===== src/hw/rtl/fir_dac_pkg.sv =====
// ----------------------------------------------------------------------------
// fir_dac_pkg
// Widths, register codes and coefficient reset values shared by the
// 16-tap FIR filter that drives an 8-bit DAC level.
// ----------------------------------------------------------------------------
package fir_dac_pkg;

  // Field widths
  localparam int SAMPLE_W = 10;
  localparam int COEF_W   = 16;
  localparam int FV_W     = 15;
  localparam int DAC_W    = 8;

  // Filter shape
  localparam int TAPS      = 16;
  localparam int TAP_IDX_W = $clog2(TAPS);
  localparam int NUM_REGS  = TAPS / 2;
  localparam int REG_IDX_W = $clog2(NUM_REGS);
  localparam int CFG_IDX_W = REG_IDX_W + 1;
  localparam int CFG_W     = 2 * COEF_W;

  // Arithmetic
  localparam int PROD_W    = SAMPLE_W + 1 + COEF_W;
  localparam int ACC_W     = SAMPLE_W + COEF_W + TAP_IDX_W;
  localparam int Q_SHIFT   = 15;
  localparam int DAC_SHIFT = 2;

  typedef logic [SAMPLE_W-1:0]  sample_t;
  typedef logic [CFG_W-1:0]     cfg_word_t;
  typedef logic [CFG_IDX_W-1:0] cfg_idx_t;

  // Coefficient register codes
  localparam cfg_idx_t REG_TAPS_0_1   = CFG_IDX_W'(0);
  localparam cfg_idx_t REG_TAPS_14_15 = CFG_IDX_W'(NUM_REGS - 1);

  // Reset coefficients: symmetric low-pass set, lower tap in the low half
  localparam cfg_word_t TAP_RESET [NUM_REGS] = '{
    32'd4284612494, 32'd19136373,  32'd215221674,  32'd427562110,
    32'd343808380,  32'd95030484,  32'd4285858083, 32'd4287561569
  };

endpackage


===== src/hw/rtl/fir_16tap_q15_to_dac_top.sv =====
// ----------------------------------------------------------------------------
// fir_16tap_q15_to_dac_top
// 16-tap FIR filter on 10-bit unsigned samples with signed Q15 coefficients,
// giving a 15-bit filter value and an 8-bit clamped DAC level.
// ----------------------------------------------------------------------------
// Usage:
//   Input channel (in_valid / in_stall / sample_in): one sample per item.
//   Output channel (out_valid / out_stall / filter_value, dac_level): one
//   result item per input item, in order.
//   Coefficient port: cfg_write with cfg_index 0..7 loads the packed tap
//   pair (lower tap in bits 15..0); indexes 8 and up are ignored.
// Timing:
//   The delay line rotates one sample per cycle past a single 11x16
//   multiplier and a 30-bit accumulator; an item goes through accept,
//   the MAC loop over all 16 taps, a product drain and a result state
//   before out_valid, and no new item is taken until its result is loaded.
//   in_stall is low only while the MAC loop is free.
// Reset:
//   rst (synchronous) clears the delay line to zeros, loads the default
//   low-pass coefficients and empties the output register.
// Stall:
//   A result waits in the output register while out_stall is high; the
//   next item is still accepted and computed, and it holds in its result
//   cycle until the output register frees.
// ----------------------------------------------------------------------------
module fir_16tap_q15_to_dac_top (
  input  logic                          clk,
  input  logic                          rst,
  // input channel
  input  logic                          in_valid,
  output logic                          in_stall,
  input  logic [fir_dac_pkg::SAMPLE_W-1:0]  sample_in,
  // output channel
  output logic                          out_valid,
  input  logic                          out_stall,
  output logic signed [fir_dac_pkg::FV_W-1:0] filter_value,
  output logic [fir_dac_pkg::DAC_W-1:0]     dac_level,
  // coefficient write port
  input  logic                          cfg_write,
  input  logic [fir_dac_pkg::CFG_IDX_W-1:0] cfg_index,
  input  logic [fir_dac_pkg::CFG_W-1:0]     cfg_data
);
  import fir_dac_pkg::*;

  localparam logic [1:0] ST_IDLE  = 2'd0;
  localparam logic [1:0] ST_MAC   = 2'd1;
  localparam logic [1:0] ST_DRAIN = 2'd2;
  localparam logic [1:0] ST_FIN   = 2'd3;

  localparam logic [TAP_IDX_W-1:0] LAST_TAP = TAP_IDX_W'(TAPS - 1);

  logic [1:0]                state;
  logic [1:0]                state_next;
  logic [TAP_IDX_W-1:0]      cnt;
  sample_t                   dl [TAPS];
  cfg_word_t                 taps [NUM_REGS];
  logic signed [COEF_W-1:0]  coef;
  logic signed [PROD_W-1:0]  prod;
  logic signed [ACC_W-1:0]   acc;
  logic signed [FV_W-1:0]    fv;
  logic [DAC_W-1:0]          dac_next;
  logic                      in_accept;
  logic                      out_load;
  cfg_word_t                 tap_word;

  assign in_accept = in_valid && !in_stall;
  assign in_stall  = (state != ST_IDLE);
  assign out_load  = (state == ST_FIN) && (!out_valid || !out_stall);

  // Coefficient registers
  always_ff @(posedge clk) begin
    if (rst) begin
      for (int r = 0; r < NUM_REGS; r++) begin
        taps[r] <= TAP_RESET[r];
      end
    end else if (cfg_write && (cfg_index <= REG_TAPS_14_15)) begin
      taps[cfg_index[REG_IDX_W-1:0]] <= cfg_data;
    end
  end

  // Pick the coefficient of the tap at the head of the delay line
  always_comb begin
    tap_word = taps[cnt[TAP_IDX_W-1:1]];
    coef     = cnt[0] ? $signed(tap_word[CFG_W-1:COEF_W]) : $signed(tap_word[COEF_W-1:0]);
  end

  // Sequencer
  always_comb begin
    state_next = state;
    case (state)
      ST_IDLE:  if (in_accept) state_next = ST_MAC;
      ST_MAC:   if (cnt == LAST_TAP) state_next = ST_DRAIN;
      ST_DRAIN: state_next = ST_FIN;
      ST_FIN:   if (out_load) state_next = ST_IDLE;
      default:  state_next = ST_IDLE;
    endcase
  end

  always_ff @(posedge clk) begin
    if (rst) begin
      state <= ST_IDLE;
      cnt   <= '0;
    end else begin
      state <= state_next;
      if (state == ST_MAC) begin
        cnt <= cnt + TAP_IDX_W'(1);
      end else begin
        cnt <= '0;
      end
    end
  end

  // Delay line: shift in on accept, rotate one tap per MAC cycle
  always_ff @(posedge clk) begin
    if (rst) begin
      for (int i = 0; i < TAPS; i++) begin
        dl[i] <= '0;
      end
    end else if (in_accept) begin
      dl[0] <= sample_in;
      for (int i = 1; i < TAPS; i++) begin
        dl[i] <= dl[i-1];
      end
    end else if (state == ST_MAC) begin
      dl[TAPS-1] <= dl[0];
      for (int i = 0; i < TAPS - 1; i++) begin
        dl[i] <= dl[i+1];
      end
    end
  end

  // Multiply, then accumulate the previous tap's product
  always_ff @(posedge clk) begin
    if (state == ST_MAC) begin
      prod <= $signed({1'b0, dl[0]}) * coef;
    end
    if (in_accept) begin
      acc <= '0;
    end else if ((state == ST_MAC && cnt != '0) || state == ST_DRAIN) begin
      acc <= acc + {{(ACC_W - PROD_W){prod[PROD_W-1]}}, prod};
    end
  end

  // Scale and clamp
  always_comb begin
    fv = acc[Q_SHIFT +: FV_W];
    if (fv[FV_W-1]) begin
      dac_next = '0;
    end else if (fv[FV_W-2:DAC_SHIFT+DAC_W] != '0) begin
      dac_next = '1;
    end else begin
      dac_next = fv[DAC_SHIFT +: DAC_W];
    end
  end

  // Output register
  always_ff @(posedge clk) begin
    if (rst) begin
      out_valid <= 1'b0;
    end else if (out_load) begin
      out_valid <= 1'b1;
    end else if (!out_stall) begin
      out_valid <= 1'b0;
    end
  end

  always_ff @(posedge clk) begin
    if (out_load) begin
      filter_value <= fv;
      dac_level    <= dac_next;
    end
  end

  // Checks
  a_accept_starts_mac: assert property (@(posedge clk) disable iff (rst)
    in_accept |=> (state == ST_MAC && cnt == '0))
    else $error("accepted item did not start the MAC loop");

  a_mac_to_drain: assert property (@(posedge clk) disable iff (rst)
    (state == ST_MAC && cnt == LAST_TAP) |=> (state == ST_DRAIN))
    else $error("MAC loop did not end after the last tap");

  a_negative_clamps: assert property (@(posedge clk) disable iff (rst)
    (out_valid && filter_value[FV_W-1]) |-> (dac_level == '0))
    else $error("negative filter value gave a nonzero DAC level");

  a_large_saturates: assert property (@(posedge clk) disable iff (rst)
    (out_valid && !filter_value[FV_W-1] && filter_value[FV_W-2:DAC_SHIFT+DAC_W] != '0)
      |-> (dac_level == '1))
    else $error("large filter value did not saturate the DAC level");

  a_load_not_lost: assert property (@(posedge clk) disable iff (rst)
    (out_valid && out_stall) |=> out_valid)
    else $error("stalled result dropped");

endmodule


===== config.mk =====
export PLATFORM = sky130hd
export DESIGN_NAME = fir_16tap_q15_to_dac_top
export DESIGN_NICKNAME = d
export VERILOG_FILES = /design/src/hw/rtl/fir_dac_pkg.sv /design/src/hw/rtl/fir_16tap_q15_to_dac_top.sv
export SDC_FILE = /design/constraint.sdc
export NUM_CORES = 1
export LEC_CHECK = 0
export ABC_AREA = 1
export BUFFER_PORTS_ARGS = -buffer_cell sky130_fd_sc_hd__buf_2
export CORE_MARGIN = 2
export CORE_UTILIZATION = 55
export CTS_CLUSTER_SIZE = 14
export DETAILED_ROUTE_END_ITERATION = 10
export PLACE_DENSITY = 0.79
export SYNTH_ARGS = -nofsm -noshare
export SYNTH_HDL_FRONTEND = slang
export SYNTH_SLANG_ARGS = --single-unit

===== constraint.sdc =====
create_clock -name clk -period 12.7 [get_ports clk]
set_clock_uncertainty 0.1 [all_clocks]
set_input_delay 3.175 -clock clk [delete_from_list [all_inputs] [get_ports clk]]
set_output_delay 3.175 -clock clk [all_outputs]
set_load 0.01 [all_outputs]

Word-level counts from Yosys, hierarchy flattened
Memory sizes are Yosys's and may differ from the RTL's. A register that Yosys moved wholly into a read port is not among the register bits.
Cells that the tools add are included.
{"block": "classes", "add_sub_neg": 2, "n_mul": 1, "div": 0, "order_cmp": 1, "eq_ne": 8, "n_shift": 0, "muxes": 56, "n_bitwise": 33, "n_reduce_logical": 16}
{"cell": "$mux W10", "count": 32}
{"cell": "$mux W32", "count": 1}
{"cell": "$or A1 B1 Y1", "count": 32}
{"cell": "$reduce_or A32 Y1", "count": 1}
{"cell": "$add A30 B30 Y30", "count": 1}
{"cell": "$mul A11 B16 Y27", "count": 1}
{"cell": "$mux W16", "count": 1}
{"cell": "$mux W1", "count": 15}
{"cell": "$mux W8", "count": 1}
{"cell": "$pmux W2 S4", "count": 1}
{"cell": "$reduce_bool A4 Y1", "count": 2}
{"cell": "$mux W2", "count": 3}
{"cell": "$mux W3", "count": 2}
{"cell": "$ne A2 B2 Y1 const B", "count": 3}
{"cell": "$add A4 B1 Y4 const B", "count": 1}
{"cell": "$eq A2 B2 Y1 const B", "count": 2}
{"cell": "$eq A4 B4 Y1 const B", "count": 1}
{"cell": "$le A4 B3 Y1 const B", "count": 1}
{"cell": "$logic_and A1 B1 Y1", "count": 4}
{"cell": "$logic_not A1 Y1", "count": 3}
{"cell": "$reduce_and A3 Y1", "count": 1}
{"cell": "$eq A2 B1 Y1 const B", "count": 1}
{"cell": "$logic_not A2 Y1", "count": 1}
{"cell": "$logic_or A1 B1 Y1", "count": 2}
{"cell": "4 further kinds", "count": 4}
{"block": "totals", "regBits": 87, "latch_bits": 0, "ramBits": 416, "romBits": 0, "in_bits": 51, "out_inout_bits": 25, "elab_cells": 126, "n_memories": 2}
{"memory": "taps", "depth": 8, "width": 32, "rd": 1, "rd_clocked_by_memory_dff": 1, "wr": 8, "line": "fir_16tap_q15_to_dac_top.sv:56", "rtl": "cfg_word_t taps [NUM_REGS];"}
{"memory": "dl", "depth": 16, "width": 10, "rd": 16, "rd_clocked_by_memory_dff": 0, "wr": 16, "line": "fir_16tap_q15_to_dac_top.sv:55", "rtl": "sample_t dl [TAPS];"}

Depth between registers and ports, before layout
Gate-level depths: netlist (run 1).
{"block": "logic_depth", "depth_word": 8, "ltp_mapped": 31, "ltp_nobuf": 29}

Worst setup path before layout (run 1)
Ideal clock, no wire load.
{"block": "synth_path", "kind": "input-to-reg", "start": "input port rst", "end": "memory dl[0][10] (netlist name), enable pin", "setup_time_ns": 0.729, "arrival_ns": 4.937, "required_ns": 11.871, "slack_ns": 6.935, "path_stages": 4, "n_path_buf": 2, "cell_sequence": "inv_2 -> clkbuf_1 -> clkbuf_1 -> nand2_1"}
{"element": "start: declaration", "line": "fir_16tap_q15_to_dac_top.sv:28", "rtl": "input logic rst,"}
{"element": "end: declaration", "line": "fir_16tap_q15_to_dac_top.sv:55"}

==> results of run 1 <==
==> critical path: cells and delay by family, from the launching register on <==
family,cells,cell delay [ns]
AND/OR/NAND/NOR,6,1.16
flip-flops,1,0.44
AO/OA/AOI/OAI,5,0.82
buffers and inverters,5,1.18
XOR/XNOR,1,0.10
adder cells (fa/ha/maj),6,2.86
==> synth_stat cells, types with 41 or more instances <==
library cell / count
a21oi_1: 66
clkbuf_1: 81
dfxtp_1: 47
edfxtp_1: 456
fa_1: 146
ha_1: 98
inv_1: 514
mux2i_1: 41
nand2_1: 698
nand3_1: 84
nor2_1: 352
o21ai_0: 205
o22ai_1: 59
==> logic make-up after synthesis <==
kind of cell | share of synthesized area
and+or+nand+nor | 0.1665
DFF | 0.4891
muxes | 0.01372
AOI/OAI and AO/OA | 0.09153
xor gates and xnor gates | 0.01142
adders and majority gates | 0.1387
buffers and inverters | 0.08911
==> sequential cells by signal, indices dropped and copies added, names as in the netlist <==
register / flops
taps: 256
dl: 160
acc: 30
prod: 27
filter_value: 15
dac_level: 8
cnt: 4
state: 2
out_valid: 1
==> per-layer routing <==
layer,up-vias,share of wire,global-route usage
met5,-,0,0
met3,164,0.076,0.03449
met2,902,0.48,0.4351
li1,10430,-,-
met4,0,0.039,0.1043
met1,10470,0.40,0.3339
==> metrics by stage <==
stage	hold slack [ns]	cells	util	setup WS, ns	instance area [um^2]
floorplan	0.3290	3197	-	6.935	29920
global placement	0.3613	3868	0.5730	5.734	30840
detailed placement	0.3679	3868	0.5730	5.751	30840
CTS	0.3848	3965	0.6047	5.822	32540
global route	0.4045	3967	0.6048	5.350	32550
finish	0.3847	3968	0.6049	5.735	32550
==> worst paths after layout <==
| kind | to | slack (ns) | cells past startpoint |
|---|---|---|---|
| setup / recovery | prod[19] | 5.73 | 23 |
| hold / removal | filter_value[12] | 0.38 | 0 |
| setup reg to reg | prod[19] | 5.73 | 23 |
| hold reg to reg | filter_value[12] | 0.38 | 0 |
==> cell type report <==
class	instances	area (um^2)	area share
Antenna cell	3	7.507	0.0002306
Clock buffer	71	1443	0.04432
Clock inverter	26	264.0	0.008110
Inverter	543	2047	0.06288
Multi-Input combinational cell	2018	12650	0.3887
Sequential cell	503	14640	0.4498
Tap cell	696	870.8	0.02675
Timing Repair Buffer	108	623.1	0.01914
==> metrics.cfg, run 1 <==
[timing]
tns_ns = 0
setup_viol = 0
min_period_ns = 6.965
rsz0062_at_grt = false
tightest_slew_ns = 1.221
fmax_ghz = 0.1436
period_share = 0.5484
hold_viol = 0
slew_headroom = 0.1812
slew_viol_final = 0

[floorplanning]
dieArea_mm2 = 0.05629
fp-row-count = 85
coreArea_mm2 = 0.05381
initial_core_util = 0.5560
die_x_um = 237.2
die_h_um = 237.2
pin_count = 76

[finish]
fillerInstances = 4391
layout_common_cells = 696 x nand2_1, 513 x inv_1, 456 x edfxtp_1
area_growth_pct = 8.785
nNetsFinal = 3521
drive_above_1_share = 0.08932
mostFrequentLayoutCell = nand2_1

[clock_network]
clock_latency_ns = 0.64
cts_root_buf = clkbuf_16
cts_buffer_depth = 3
cts_tree = yes
clock-sinks = 503
numCtsBuffers = 52
cts.repair.resized = 0
holdBufCountCts = 0
clk_pin_slew_worst_paths_ns = 0.06
h-tree-depth = 2
post-cts-setup-buffer-count = 0

[setup_path]
timing.critical_path.from_type = register
cp_cell_sequence = inv_4, buf_4, nor2_1, nor2_1, o21ai_0, o211ai_1, o211ai_1, nand2_2, inv_2, nor2_1, fa_1, fa_1, inv_1, fa_1, fa_1, fa_1, inv_1, ha_1, nand2_1, nor4_1, a21oi_1, o21bai_1, xor2_1
crit_fanout = 68
cp_slowest_stage_delay_ns = 0.72
crit_path_end_kind = register
arrival_ns = 7.20
critPathKind = reg -> reg
cp_common_cell = fa_1
crit_required_ns = 12.94
cp_slowest_cell = buf_4
reg2reg_from = cnt[1]
worstSetupStartpoint = cnt[1]

[synthesis]
yosysTopAreaCellShare = 0.4576
avgSynthCellArea_um2 = 9.360
syn-num-nets = 3492
synthFlopType = edfxtp_1
synth_edf_count = 456
yosysWarnings = 0
ys_ff_latch = 503
synth-async-reset-ratio = 0
synth.distinct_cells = 49
synth_top_area_cell = edfxtp_1
netlist_area_mm2 = 0.02992
ys_seq_area_frac = 0.4891
netlist_instances = 3197
yosys-top-cells-area = edfxtp_1 46%, fa_1 9.8%, nand2_1 8.8%

[worst_hold_path]
hold_class = reg -> reg
min-delay-start = acc[27]

[grt]
grtUsageTotal = 0.2561
grt_overflow = 0
grt_max_degree = 88
grt_pass1_wl_mm = 114.4
antenna_found_initial = 3
grt_pass1_vias = 21850

[route]
drc = 0
drtIter0Drc = 2001
post_drt_wl_per_cell_um = 17.90
viasPerCell = 5.537
firstDrtPassIters = 8
routed_wl_mm = 71.04
vias = 21970
drtAntennaViolNets = 0

[placement]
gp_congestion = 0.9443
place_hpwl_mm = 47.75
io_buffers = 75

[flow_run]
max_cap_viol_count = 0

[outcome]
status = finished, final reports clean

Power of run 1 is left out: the tool's default activity adds up to more than one toggle a clock period on the data nets, which glitch-free logic cannot reach.
==> run 2, diff against run 1 <==
PLACE_DENSITY = 0.81   (was 0.79)
clock period = 6.3 ns   (was 12.7 ns; I/O delays follow)
==> run 2 against run 1 <==
Compared with the run above: die area stayed put; register-to-register slack worse by 5.5 ns; sequential share of layout area is 0.72 points lower; critical path type unchanged; critical endpoint is now prod[24].
==> metrics.cfg, run 2 (synthesis results as in run 1) <==
[timing]
slew_viol_final = 0  ; unchanged
fmax_ghz = 0.1636  ; was 0.1436 GHz
min_period_ns = 6.113  ; was 6.965 ns
holdWs_ns = 0.3812  ; was 0.3847 ns
slew_headroom = 0.2139  ; was 0.1812
period_share = 0.9704  ; was 0.5484
setup_viol = 0  ; unchanged
tns_ns = 0  ; unchanged
tightest_slew_ns = 1.178  ; was 1.221 ns
hold_viol = 0  ; unchanged
rsz0062_at_grt = true  ; was false

[finish]
largestRegisters = taps: 256 flops, dl: 160 flops, acc: 30 flops  ; unchanged
regMostFlops = taps  ; unchanged
antenna_cells = 0  ; was 3
nNetsFinal = 3558  ; was 3521
layout_common_cells = 693 x nand2_1, 513 x inv_1, 456 x edfxtp_1  ; was 696 x nand2_1, 513 x inv_1, 456 x edfxtp_1
area_growth_pct = 10.55  ; was 8.785%
largest_register_ffs = 256  ; unchanged
fin_cells = 4000  ; was 3968
drive_above_1_share = 0.1029  ; was 0.08932
mostFrequentLayoutCell = nand2_1  ; unchanged

[grt]
grt_pass1_wl_mm = 117.1  ; was 114.4 mm
grt_max_degree = 111  ; was 88
grtUsageTotal = 0.2637  ; was 0.2561
grt_pass1_vias = 22140  ; was 21850
grt_overflow = 0  ; unchanged
antenna_found_initial = 1  ; was 3

[floorplanning]
pin_count = 76  ; unchanged
fp-row-count = 85  ; unchanged
coreArea_mm2 = 0.05381  ; unchanged
initial_core_util = 0.5560  ; unchanged
dieArea_mm2 = 0.05629  ; unchanged
die_h_um = 237.2  ; unchanged
die_x_um = 237.2  ; unchanged

[setup_path]
timing.critical_path.from_type = register  ; unchanged
crit_path_end_kind = register  ; unchanged
critPathKind = reg -> reg  ; unchanged
crit_fanout = 20  ; was 68
crit_required_ns = 6.54  ; was 12.94 ns
arrival_ns = 6.35  ; was 7.20 ns

[placement]
dp.cells = 3896  ; was 3868
gp_congestion = 0.9336  ; was 0.9443
io_buffers = 75  ; unchanged
place_hpwl_mm = 49.34  ; was 47.75 mm

[route]
viasPerCell = 5.702  ; was 5.537
drtAntennaViolNets = 0  ; unchanged
routed_wl_mm = 75.10  ; was 71.04 mm
drc = 0  ; unchanged
drtIter0Drc = 2764  ; was 2001
vias = 22810  ; was 21970
post_drt_wl_per_cell_um = 18.77  ; was 17.90 um
firstDrtPassIters = 6  ; was 8

[clock_network]
cts_tree = yes  ; unchanged
clock-sinks = 503  ; unchanged
clk_pin_slew_worst_paths_ns = 0.06  ; about the same
cts_root_buf = clkbuf_16  ; unchanged
h-tree-depth = 2  ; unchanged
cts_buffer_depth = 3  ; unchanged
clock_latency_ns = 0.65  ; was 0.64 ns
numCtsBuffers = 52  ; unchanged

[flow_run]
max_cap_viol_count = 0  ; unchanged

[worst_hold_path]
hold_class = reg -> reg  ; unchanged

[outcome]
status = finished, final reports clean  ; unchanged

run 2: stage by stage:
stage          utilization  worst slack [ns]  cell area (um^2)
2_1_floorplan            -            0.7375             29920
3_3_place_gp        0.5786            0.2924             31130
3_5_place_dp        0.5786            0.2234             31130
4_1_cts             0.6105            0.1402             32850
5_1_grt             0.6147          -0.02927             33080
6_report            0.6147            0.1865             33080
run 2: final timing paths:
kind	from	slack (ns)	depth (start not counted)	to
setup / recovery	cnt[1]	0.19	24	prod[24]
hold / removal	dl[0][158]	0.38	2	dl[0][158]
setup reg to reg	cnt[1]	0.19	24	prod[24]
hold reg to reg	dl[0][158]	0.38	2	dl[0][158]
run 2: layout make-up:
cell class	count	area (um^2)
inverters	543	2052
fillers	4232	20730
flip-flops and latches	503	14640
clock inverters	24	294.0
clock buffers	71	1423
well taps	696	870.8
repair buffers	145	1091
multi-input cells	2018	12710
run 2: layer usage:
metal / vias up / wire length, um / track usage
li1: 10510 / - / -
met1: 10810 / 28940 / 0.3447
met3: 227 / 6827 / 0.03588
met2: 1263 / 35890 / 0.4432
met5: - / 13 / 0
met4: 2 / 3432 / 0.1142
run 2: what timing repair did:
action | in CTS | in global routing
endpoints found under the setup margin | 0 | 12
gates resized for setup | 0 | 24
buffers inserted | 0 | 6
hold buffers | 0 | 0
run 2: worst max-delay path, cell delays in order (launching register included):
cell and delay [ns]:
dfxtp_4 0.44, buf_16 0.20, buf_16 0.18, o21ai_0 0.15
o221ai_1 0.26, nand3_1 0.16, nand2_2 0.18, nand2_1 0.10
fa_1 0.60, fa_1 0.47, fa_1 0.55, inv_1 0.05
fa_1 0.47, inv_1 0.05, fa_1 0.47, inv_1 0.04
ha_1 0.35, nand2_1 0.07, nand2_1 0.08, inv_1 0.07
o21ai_0 0.21, a21oi_2 0.10, or2_2 0.29, nand4_1 0.10
nand2_1 0.05
Power of run 2 is left out for the same reason.
